File: config.mk
export PLATFORM = sky130hd
export DESIGN_NAME = sha1_digest_engine_unit
export DESIGN_NICKNAME = d
export VERILOG_FILES = /design/src/hw/rtl/sha1de_pkg.sv /design/src/hw/rtl/sha1de_sched.sv /design/src/hw/rtl/sha1de_round.sv /design/src/hw/rtl/sha1de_ctrl.sv /design/src/hw/rtl/sha1_digest_engine_unit.sv
export VERILOG_INCLUDE_DIRS = /design/src /design/src/hw/rtl
export SDC_FILE = /design/constraint.sdc
export NUM_CORES = 2
export LEC_CHECK = 0
export BUFFER_PORTS_ARGS = -buffer_cell sky130_fd_sc_hd__buf_2
export CAP_MARGIN = 40
export CORE_MARGIN = 3
export CORE_UTILIZATION = 62
export DETAILED_ROUTE_END_ITERATION = 10
export MAX_ROUTING_LAYER = met4
export PLACE_DENSITY = 0.8
export SLEW_MARGIN = 40
export SYNTH_ARGS = -nofsm -noshare
export SYNTH_HDL_FRONTEND = slang
export SYNTH_SLANG_ARGS = --single-unit
File: constraint.sdc
create_clock -name clock -period 17.19 [get_ports clock]
set_input_delay 0.8595 -clock clock [delete_from_list [all_inputs] [get_ports clock]]
set_output_delay 0.8595 -clock clock [all_outputs]
set_load 0.01 [all_outputs]
File: src/hw/rtl/sha1_digest_engine_unit_defines.svh
// Assertion macros used by the engine's sequencer (sha1de_ctrl).
`ifndef SHA1_DIGEST_ENGINE_UNIT_DEFINES_SVH
`define SHA1_DIGEST_ENGINE_UNIT_DEFINES_SVH

// Check a property on every rising clock edge outside reset.
`define SHA1DE_ASSERT(lbl, prop, msg) \
   lbl: assert property (@(posedge clock) disable iff (reset) (prop)) else $error(msg);

// Check that a condition never occurs outside reset.
`define SHA1DE_NEVER(lbl, cond, msg) \
   lbl: assert property (@(posedge clock) disable iff (reset) !(cond)) else $error(msg);

`endif

File: src/hw/rtl/sha1de_pkg.sv
package sha1de_pkg;

   localparam int WORD_W      = 32;
   localparam int BLOCK_WORDS = 16;
   localparam int CHAIN_WORDS = 5;
   localparam int ROUND_W     = 7;
   localparam int POS_W       = 6;
   localparam int LEN_W       = 64;

   typedef logic [WORD_W-1:0]  sha1de_word_type;
   typedef logic [ROUND_W-1:0] sha1de_round_type;
   typedef logic [POS_W-1:0]   sha1de_pos_type;

   localparam sha1de_round_type LAST_ROUND  = 7'd79;
   localparam sha1de_round_type ROUND_SEG1  = 7'd20;
   localparam sha1de_round_type ROUND_SEG2  = 7'd40;
   localparam sha1de_round_type ROUND_SEG3  = 7'd60;

   localparam sha1de_pos_type POS_LAST      = 6'd63;
   localparam sha1de_pos_type POS_LEN_START = 6'd56;

   localparam logic [7:0] PAD_MARK_BYTE = 8'h80;
   localparam logic [7:0] PAD_ZERO_BYTE = 8'h00;
   localparam logic [LEN_W-1:0] BYTE_BITS = 64'd8;

   localparam sha1de_word_type K_SEG0 = 32'h5A827999;
   localparam sha1de_word_type K_SEG1 = 32'h6ED9EBA1;
   localparam sha1de_word_type K_SEG2 = 32'h8F1BBCDC;
   localparam sha1de_word_type K_SEG3 = 32'hCA62C1D6;

   localparam sha1de_word_type CHAIN_IV [CHAIN_WORDS] = '{
      32'h67452301, 32'hEFCDAB89, 32'h98BADCFE, 32'h10325476, 32'hC3D2E1F0
   };

   typedef enum logic [2:0] {
      ST_IDLE,
      ST_COMPRESS,
      ST_FOLD,
      ST_PAD_MARK,
      ST_PAD_ZERO,
      ST_PAD_LEN,
      ST_FINISH
   } sha1de_state_type;

   // Sequencer commands to the datapath.
   typedef struct packed {
      logic put;   // absorb one byte
      logic push;  // byte completes a word: shift it into the schedule
      logic load;  // byte completes a block: copy chain into a..e
      logic step;  // run one round
      logic fold;  // add a..e into the chain
      logic init;  // restore the initial chain
      logic emit;  // capture the digest into the result register
   } sha1de_ctl_type;

   function automatic sha1de_word_type round_mix(sha1de_round_type t, sha1de_word_type b,
                                                 sha1de_word_type c, sha1de_word_type d);
      sha1de_word_type f;
      if (t < ROUND_SEG1) begin
         f = (b & c) | (~b & d);
      end else if (t < ROUND_SEG2) begin
         f = b ^ c ^ d;
      end else if (t < ROUND_SEG3) begin
         f = (b & c) | (b & d) | (c & d);
      end else begin
         f = b ^ c ^ d;
      end
      return f;
   endfunction

   function automatic sha1de_word_type round_k(sha1de_round_type t);
      sha1de_word_type k;
      if (t < ROUND_SEG1) begin
         k = K_SEG0;
      end else if (t < ROUND_SEG2) begin
         k = K_SEG1;
      end else if (t < ROUND_SEG3) begin
         k = K_SEG2;
      end else begin
         k = K_SEG3;
      end
      return k;
   endfunction

endpackage

File: src/hw/rtl/sha1de_sched.sv
// Byte packer and 16-word message schedule window.
module sha1de_sched
   import sha1de_pkg::*;
(
   input  logic            clock,
   input  logic            reset,
   input  sha1de_ctl_type  ctl,
   input  logic [7:0]      put_byte,
   output sha1de_word_type w_t
);

   logic [23:0]     part_ff;
   logic [23:0]     part_in;
   sha1de_word_type win_ff [BLOCK_WORDS];
   sha1de_word_type win_in [BLOCK_WORDS];
   sha1de_word_type expand;

   // W[t+16] = rotl1(W[t+13] ^ W[t+8] ^ W[t+2] ^ W[t])
   always_comb begin
      sha1de_word_type x;
      x = win_ff[13] ^ win_ff[8] ^ win_ff[2] ^ win_ff[0];
      expand = {x[WORD_W-2:0], x[WORD_W-1]};
   end

   always_comb begin
      part_in = part_ff;
      for (int i = 0; i < BLOCK_WORDS; i++) begin
         win_in[i] = win_ff[i];
      end
      if (ctl.put) begin
         part_in = {part_ff[15:0], put_byte};
      end
      if (ctl.push || ctl.step) begin
         for (int i = 0; i < BLOCK_WORDS - 1; i++) begin
            win_in[i] = win_ff[i+1];
         end
         win_in[BLOCK_WORDS-1] = ctl.push ? {part_ff, put_byte} : expand;
      end
   end

   always_ff @(posedge clock) begin
      if (reset) begin
         part_ff <= '0;
      end else begin
         part_ff <= part_in;
      end
      for (int i = 0; i < BLOCK_WORDS; i++) begin
         win_ff[i] <= win_in[i];
      end
   end

   assign w_t = win_ff[0];

endmodule

File: src/hw/rtl/sha1de_round.sv
// Shared round unit: working variables a..e and the chaining words.
module sha1de_round
   import sha1de_pkg::*;
(
   input  logic                           clock,
   input  logic                           reset,
   input  sha1de_ctl_type                 ctl,
   input  sha1de_round_type               round_idx,
   input  sha1de_word_type                w_t,
   output logic [CHAIN_WORDS*WORD_W-1:0]  chain
);

   sha1de_word_type var_ff   [CHAIN_WORDS];
   sha1de_word_type var_in   [CHAIN_WORDS];
   sha1de_word_type chain_ff [CHAIN_WORDS];
   sha1de_word_type chain_in [CHAIN_WORDS];
   sha1de_word_type temp;

   always_comb begin
      temp = {var_ff[0][WORD_W-6:0], var_ff[0][WORD_W-1:WORD_W-5]}
           + round_mix(round_idx, var_ff[1], var_ff[2], var_ff[3])
           + var_ff[4] + w_t + round_k(round_idx);
   end

   always_comb begin
      for (int k = 0; k < CHAIN_WORDS; k++) begin
         var_in[k]   = var_ff[k];
         chain_in[k] = chain_ff[k];
      end
      if (ctl.load) begin
         for (int k = 0; k < CHAIN_WORDS; k++) begin
            var_in[k] = chain_ff[k];
         end
      end else if (ctl.step) begin
         var_in[4] = var_ff[3];
         var_in[3] = var_ff[2];
         var_in[2] = {var_ff[1][1:0], var_ff[1][WORD_W-1:2]};
         var_in[1] = var_ff[0];
         var_in[0] = temp;
      end
      if (ctl.fold) begin
         for (int k = 0; k < CHAIN_WORDS; k++) begin
            chain_in[k] = chain_ff[k] + var_ff[k];
         end
      end else if (ctl.init) begin
         for (int k = 0; k < CHAIN_WORDS; k++) begin
            chain_in[k] = CHAIN_IV[k];
         end
      end
   end

   always_ff @(posedge clock) begin
      for (int k = 0; k < CHAIN_WORDS; k++) begin
         var_ff[k] <= var_in[k];
      end
      if (reset) begin
         for (int k = 0; k < CHAIN_WORDS; k++) begin
            chain_ff[k] <= CHAIN_IV[k];
         end
      end else begin
         for (int k = 0; k < CHAIN_WORDS; k++) begin
            chain_ff[k] <= chain_in[k];
         end
      end
   end

   always_comb begin
      for (int k = 0; k < CHAIN_WORDS; k++) begin
         chain[k*WORD_W +: WORD_W] = chain_ff[k];
      end
   end

endmodule

File: src/hw/rtl/sha1de_ctrl.sv
`include "sha1_digest_engine_unit_defines.svh"

// Sequencer: byte intake, padding, round counting, length tracking.
module sha1de_ctrl
   import sha1de_pkg::*;
(
   input  logic             clock,
   input  logic             reset,
   input  logic             req_valid,
   input  logic [7:0]       req_byte,
   input  logic             req_has,
   input  logic             req_last,
   input  logic             out_free,
   output logic             req_ready,
   output sha1de_ctl_type   ctl,
   output logic [7:0]       put_byte,
   output sha1de_round_type round_idx
);

   sha1de_state_type st_ff, st_in;
   sha1de_state_type ret_ff, ret_in;
   sha1de_pos_type   pos_ff;
   sha1de_round_type round_ff;
   logic [LEN_W-1:0] len_ff;
   logic             accept;

   assign accept = req_valid && (st_ff == ST_IDLE);

   // Next state
   always_comb begin
      st_in  = st_ff;
      ret_in = ret_ff;
      unique case (st_ff)
         ST_IDLE: begin
            if (accept) begin
               if (req_has && (pos_ff == POS_LAST)) begin
                  st_in  = ST_COMPRESS;
                  ret_in = req_last ? ST_PAD_MARK : ST_IDLE;
               end else if (req_last) begin
                  st_in = ST_PAD_MARK;
               end
            end
         end
         ST_COMPRESS: begin
            if (round_ff == LAST_ROUND) begin
               st_in = ST_FOLD;
            end
         end
         ST_FOLD: begin
            st_in = ret_ff;
         end
         ST_PAD_MARK: begin
            st_in = ST_PAD_ZERO;
            if (pos_ff == POS_LAST) begin
               st_in  = ST_COMPRESS;
               ret_in = ST_PAD_ZERO;
            end
         end
         ST_PAD_ZERO: begin
            if (pos_ff == POS_LEN_START) begin
               st_in = ST_PAD_LEN;
            end else if (pos_ff == POS_LAST) begin
               st_in  = ST_COMPRESS;
               ret_in = ST_PAD_ZERO;
            end
         end
         ST_PAD_LEN: begin
            if (pos_ff == POS_LAST) begin
               st_in  = ST_COMPRESS;
               ret_in = ST_FINISH;
            end
         end
         ST_FINISH: begin
            if (out_free) begin
               st_in = ST_IDLE;
            end
         end
         default: begin
            st_in = ST_IDLE;
         end
      endcase
   end

   // Outputs
   always_comb begin
      ctl       = '0;
      put_byte  = PAD_ZERO_BYTE;
      req_ready = 1'b0;
      unique case (st_ff)
         ST_IDLE: begin
            req_ready = 1'b1;
            ctl.put   = req_valid && req_has;
            put_byte  = req_byte;
         end
         ST_COMPRESS: begin
            ctl.step = 1'b1;
         end
         ST_FOLD: begin
            ctl.fold = 1'b1;
         end
         ST_PAD_MARK: begin
            ctl.put  = 1'b1;
            put_byte = PAD_MARK_BYTE;
         end
         ST_PAD_ZERO: begin
            ctl.put = (pos_ff != POS_LEN_START);
         end
         ST_PAD_LEN: begin
            ctl.put  = 1'b1;
            put_byte = len_ff[LEN_W-1 -: 8];
         end
         ST_FINISH: begin
            ctl.emit = out_free;
            ctl.init = out_free;
         end
         default: begin
            ctl = '0;
         end
      endcase
      ctl.push = ctl.put && (pos_ff[1:0] == 2'b11);
      ctl.load = ctl.put && (pos_ff == POS_LAST);
   end

   always_ff @(posedge clock) begin
      if (reset) begin
         st_ff    <= ST_IDLE;
         ret_ff   <= ST_IDLE;
         pos_ff   <= '0;
         round_ff <= '0;
         len_ff   <= '0;
      end else begin
         st_ff  <= st_in;
         ret_ff <= ret_in;
         if (ctl.put) begin
            pos_ff <= pos_ff + 1'b1;
         end
         if (ctl.step) begin
            round_ff <= (round_ff == LAST_ROUND) ? '0 : round_ff + 1'b1;
         end
         if (accept && req_has) begin
            len_ff <= len_ff + BYTE_BITS;
         end else if (st_ff == ST_PAD_LEN) begin
            len_ff <= {len_ff[LEN_W-9:0], 8'h00};
         end else if (ctl.emit) begin
            len_ff <= '0;
         end
      end
   end

   assign round_idx = round_ff;

   `SHA1DE_ASSERT(a_compress_aligned, st_ff == ST_COMPRESS |-> pos_ff == 6'd0, "rounds running off a block boundary")
   `SHA1DE_ASSERT(a_fold_after_last, st_ff == ST_FOLD |-> $past(round_ff) == LAST_ROUND, "fold without 80 rounds")
   `SHA1DE_ASSERT(a_len_closes, st_ff == ST_PAD_LEN && pos_ff == POS_LAST |=> st_ff == ST_COMPRESS && ret_ff == ST_FINISH, "length bytes did not close the final block")
   `SHA1DE_NEVER(a_put_and_step, ctl.put && (ctl.step || ctl.fold), "byte taken while the round unit is busy")

endmodule

File: src/hw/rtl/sha1_digest_engine_unit.sv
// SHA-1 digest engine. Send a message one byte per req transaction: tdata carries the byte,
// tuser says whether the byte belongs to the message, tlast marks the end of the message
// (send tuser = 0 with tlast = 1 to hash an empty message, or to close a message whose last
// byte was already sent). A transaction with tuser = 0 and tlast = 0 does nothing. req_tready
// is high while the engine is idle; the byte that fills a 64-byte block holds it low
// while the single round unit runs the 80 rounds and adds the result into the chain. After
// tlast the engine pads the message itself (0x80, zeros up to byte 56, then the 64-bit bit
// length), which closes one or two more blocks. The digest leaves as one rsp transaction and
// sits in its own register, so the next message may start while it waits to be taken; a
// second digest waits until the first is gone. Bit length wraps modulo 2^64.
module sha1_digest_engine_unit
   import sha1de_pkg::*;
(
   input  logic           clock,
   input  logic           reset,
   // Message byte stream
   input  logic           req_tvalid,
   output logic           req_tready,
   input  logic [7:0]     req_tdata,   // [7:0] data_byte
   input  logic           req_tuser,   // [0] has_byte
   input  logic           req_tlast,   // last_item
   // Digest stream
   output logic           rsp_tvalid,
   input  logic           rsp_tready,
   output logic [159:0]   rsp_tdata    // [31:0] digest_word_0, [63:32] digest_word_1,
                                       // [95:64] digest_word_2, [127:96] digest_word_3,
                                       // [159:128] digest_word_4
);

   sha1de_ctl_type   ctl;
   logic [7:0]       put_byte;
   sha1de_round_type round_idx;
   sha1de_word_type  w_t;
   logic [CHAIN_WORDS*WORD_W-1:0] chain;
   logic [CHAIN_WORDS*WORD_W-1:0] digest_ff;
   logic             rsp_valid_ff;
   logic             out_free;

   // The result register can take a new digest once it is empty or being drained.
   assign out_free = !rsp_valid_ff || rsp_tready;

   sha1de_ctrl u_ctrl (
      .clock     (clock),
      .reset     (reset),
      .req_valid (req_tvalid),
      .req_byte  (req_tdata),
      .req_has   (req_tuser),
      .req_last  (req_tlast),
      .out_free  (out_free),
      .req_ready (req_tready),
      .ctl       (ctl),
      .put_byte  (put_byte),
      .round_idx (round_idx)
   );

   // Pack bytes into words and expand the schedule one word per round.
   sha1de_sched u_sched (
      .clock    (clock),
      .reset    (reset),
      .ctl      (ctl),
      .put_byte (put_byte),
      .w_t      (w_t)
   );

   // One round per cycle, then fold into the chaining words.
   sha1de_round u_round (
      .clock     (clock),
      .reset     (reset),
      .ctl       (ctl),
      .round_idx (round_idx),
      .w_t       (w_t),
      .chain     (chain)
   );

   // Hold the digest until the rsp transaction completes.
   always_ff @(posedge clock) begin
      if (reset) begin
         rsp_valid_ff <= 1'b0;
      end else if (ctl.emit) begin
         rsp_valid_ff <= 1'b1;
      end else if (rsp_tready) begin
         rsp_valid_ff <= 1'b0;
      end
   end

   always_ff @(posedge clock) begin
      if (ctl.emit) begin
         digest_ff <= chain;
      end
   end

   assign rsp_tvalid = rsp_valid_ff;
   assign rsp_tdata  = digest_ff;

endmodule

==> results.yml <==
critical_path:
  rr_startpoint: "u_ctrl.round_idx[5]"
  critical_path_class: "flip-flop to flip-flop"
  path_max_fanout: 21
  path_cells: "a41oi_2 > nand2_1 > buf_4 > nand2_1 > buf_4 > inv_2 > a221oi_1 > fa_1 > inv_1 > ha_1 > inv_1 > fa_1 > nor2b_1 > o21a_1 > o21ai_1 > a211oi_1 > o21ai_0 > o41ai_2 > a311oi_1 > xnor2_1 > o21ai_1"
  r2r_slack_ps: 11120
  reg2regPathDepth: 21
  worst_setup_path_end_kind: "flip-flop"
  cp_slowest_stage_delay_ps: 640
  critPathSlowestCell: "o41ai_2"
  setup.worst_path.start: "u_ctrl.round_idx[5]"
  cp.required_ps: 17590
  cp.arrival_ps: 6460
  critPathCapture: "u_round.var_ff[0][31]"
  worstSetupStartpointType: "flip-flop"
  worstReg2RegEnd: "u_round.var_ff[0][31]"
yosys:
  synth.area.mux_share: 0.007248
  synth.net_count: 4719
  yosysTopAreaCell: "edfxtp_1"
  ys_ff_latch: 1097
  synth_top_area_share: 0.4873
  synth_ff_type: "edfxtp_1"
  synthDistinctLibCells: 88
  synth_cells: 4383
  synth_compound_area_frac: 0.1200
  avgSynthCellArea_um2: 11.70
  yosys.area_share.simple: 0.1017
  netlist_top_cells_area: "edfxtp_1, dfxtp_1, ha_1"
  syn-cell-area_um2: 51270
  yosysMostFrequentCell: "edfxtp_1"
  synth-edff-count: 832
  ys_seq_area_frac: 0.5908
  yosys_warnings: 0
  synth_common_cells: "edfxtp_1, nand2_1, a21oi_1, nor2_1, inv_1"
  synth_top_family_by_area: "compound AO/OA/AOI/OAI gates"
  synthAdderAreaFrac: 0.09572
  synthXorXnorAreaFrac: 0.05279
  async_flop_share: 0
floorplanning:
  ioPinCount: 176
  fp.dieH_um: 293.6
  die-area_um2: 86180
  start_util: 0.6314
  core_um2: 81200
  die_width_um: 293.6
  rows: 104
timing:
  post-route-min-period_ps: 6065
  post-route-period-util: 0.3528
  tightest_slew_ps: 830.9
  rsz0062_at_grt: "no"
  hold_viol_final: 0
  drv_slew: 0
  final.setup.tns_ps: 0
  slew_headroom: 0.4460
  max_freq_ghz: 0.1649
  skew_ps: 37.60
  setup_viol: 0
finish:
  post-route-cell-area_um2: 56970
  synthToLayoutAreaGrowth_pct: 11.13
  fin_nets: 4889
  fin_cells: 5706
  fillerInstances: 5705
  layout-drive-gt1-share: 0.09257
  fin_util: 0.7017
clock_tree:
  clk_pin_slew_worst_paths_ps: 70
  clock-root-buffer: "clkbuf_16"
  clk_latency_ps: 670
  cts_setup_buffers: 0
  cts_hold_buf: 0
  cts_sinks: 1097
  cts_tree: "done"
  clockBufferDepth: 3
  cts_made_buffers: 106
  htree_levels: 3
  cts_resized: 0
place:
  dpl.cell_count: 5505
  placed_area_um2: 53280
  port_buffers: 175
  dp_hpwl_mm: 86.04
  place.gp.congestion: 0.9713
routing:
  post_drt_wl_per_cell_um: 22.00
  wl_mm: 125.5
  vias_per_cell: 6.059
  drcViolationCount: 0
  drt-initial-drc-count: 3663
  postRouteAntennaNets: 0
  dr.pass1.iters: 6
  vias: 34570
global_route:
  grt_max_degree: 103
  antenna_found_initial: 4
  grtUsageTotal: 0.2989
  grt_pass1_wl_mm: 192.5
  first_global_vias: 33250
  overflow: 0
hold_path:
  hold_path.class: "flip-flop to flip-flop"
run:
  timing.max_cap.violations: 0
status:
  status: "completed"
stage by stage:
step                      setup WS (ps)  hold slack, ps
after floorplan                    3030           400.3
after global placement            10700           400.0
after detailed placement          10990           404.5
after CTS                         10920           412.1
after global routing              10900           418.8
final                             11120           411.5
cell families (layout without fill, tap and decap cells):
| kind of cell | count (synthesis) | count (layout) |
|---|---|---|
| adders and majority gates | 322 | 322 |
| and+or+nand+nor | 1211 | 1211 |
| other | 0 | 1 |
| xor gates and xnor gates | 309 | 309 |
| muxes | 37 | 37 |
| DFF | 1097 | 1097 |
| buffers and inverters | 428 | 690 |
| AOI/OAI and AO/OA | 979 | 979 |
placed cells by master (no fill, tap or decap), types with 27 or more instances in the layout:
cell	instances
clkbuf_16	108
nand2_1	563
xnor2_1	208
a21o_1	94
and3_1	28
a31oi_1	34
inv_1	272
ha_1	205
o21bai_1	28
fa_1	117
o21a_1	29
nor2_1	315
a21oi_1	326
nor3_1	60
nand3_1	99
dfxtp_1	265
buf_4	30
o21ai_0	175
a22oi_1	27
nand4_1	28
edfxtp_1	832
xor2_1	101
mux2i_1	36
o21ai_1	58
buf_2	174
final cells by class:
type / count / area (um2) / share of cell area
well taps: 1060 / 1326 / 0.02328
diodes: 1 / 2.502 / 0.00004392
clock buffers: 135 / 2914 / 0.05115
inverters: 277 / 1047 / 0.01838
flip-flops and latches: 1097 / 30290 / 0.5316
multi-input cells: 2858 / 19440 / 0.3411
clock inverters: 65 / 762.0 / 0.01337
repair buffers: 213 / 1197 / 0.02102
registers in the layout (all words and copies together) (netlist names), 3 cells and up:
name,cells
u_sched.win_ff,512
rsp_tdata,160
u_round.chain_ff,160
u_round.var_ff,160
u_ctrl.len_ff,61
u_sched.part_ff,24
u_ctrl.round_idx,7
u_ctrl.pos_ff,6
u_ctrl.ret_ff,3
u_ctrl.st_ff,3
worst min path at each step:
stage	startpoint	end	slack, ps	depth (start not counted)
2_1_floorplan	u_sched.win_ff[0][32]	u_sched.win_ff[0][0]	400	0
3_3_place_gp	u_sched.win_ff[1][133]	u_sched.win_ff[1][101]	400	0
3_5_place_dp	u_sched.win_ff[0][148]	u_sched.win_ff[0][116]	400	0
4_1_cts	u_sched.win_ff[1][201]	u_sched.win_ff[1][169]	410	0
5_1_grt	u_sched.win_ff[1][123]	u_sched.win_ff[1][91]	420	0
6_report	u_sched.win_ff[1][110]	u_sched.win_ff[1][78]	410	0
critical path: cells and delay by family (launching register included):
kind / cells / cell delay (ps)
flip-flops: 1 / 380
AND/OR/NAND/NOR: 3 / 330
buffers and inverters: 5 / 870
AO/OA/AOI/OAI: 9 / 2920
XOR/XNOR: 1 / 220
adder cells (fa/ha/maj): 3 / 1050
metal layers:
layer,global-route usage,vias to the layer above,share of wire,routed length [um]
li1,-,16080,-,-
met1,0.4180,16690,0.42,53320
met2,0.4544,1530,0.46,57380
met3,0.03976,268,0.080,10090
met4,0.1094,0,0.038,4737
met5,-,-,0,0
Power is not shown: default switching activity piles up to over one toggle a cycle in this logic, so the estimate is an artifact.
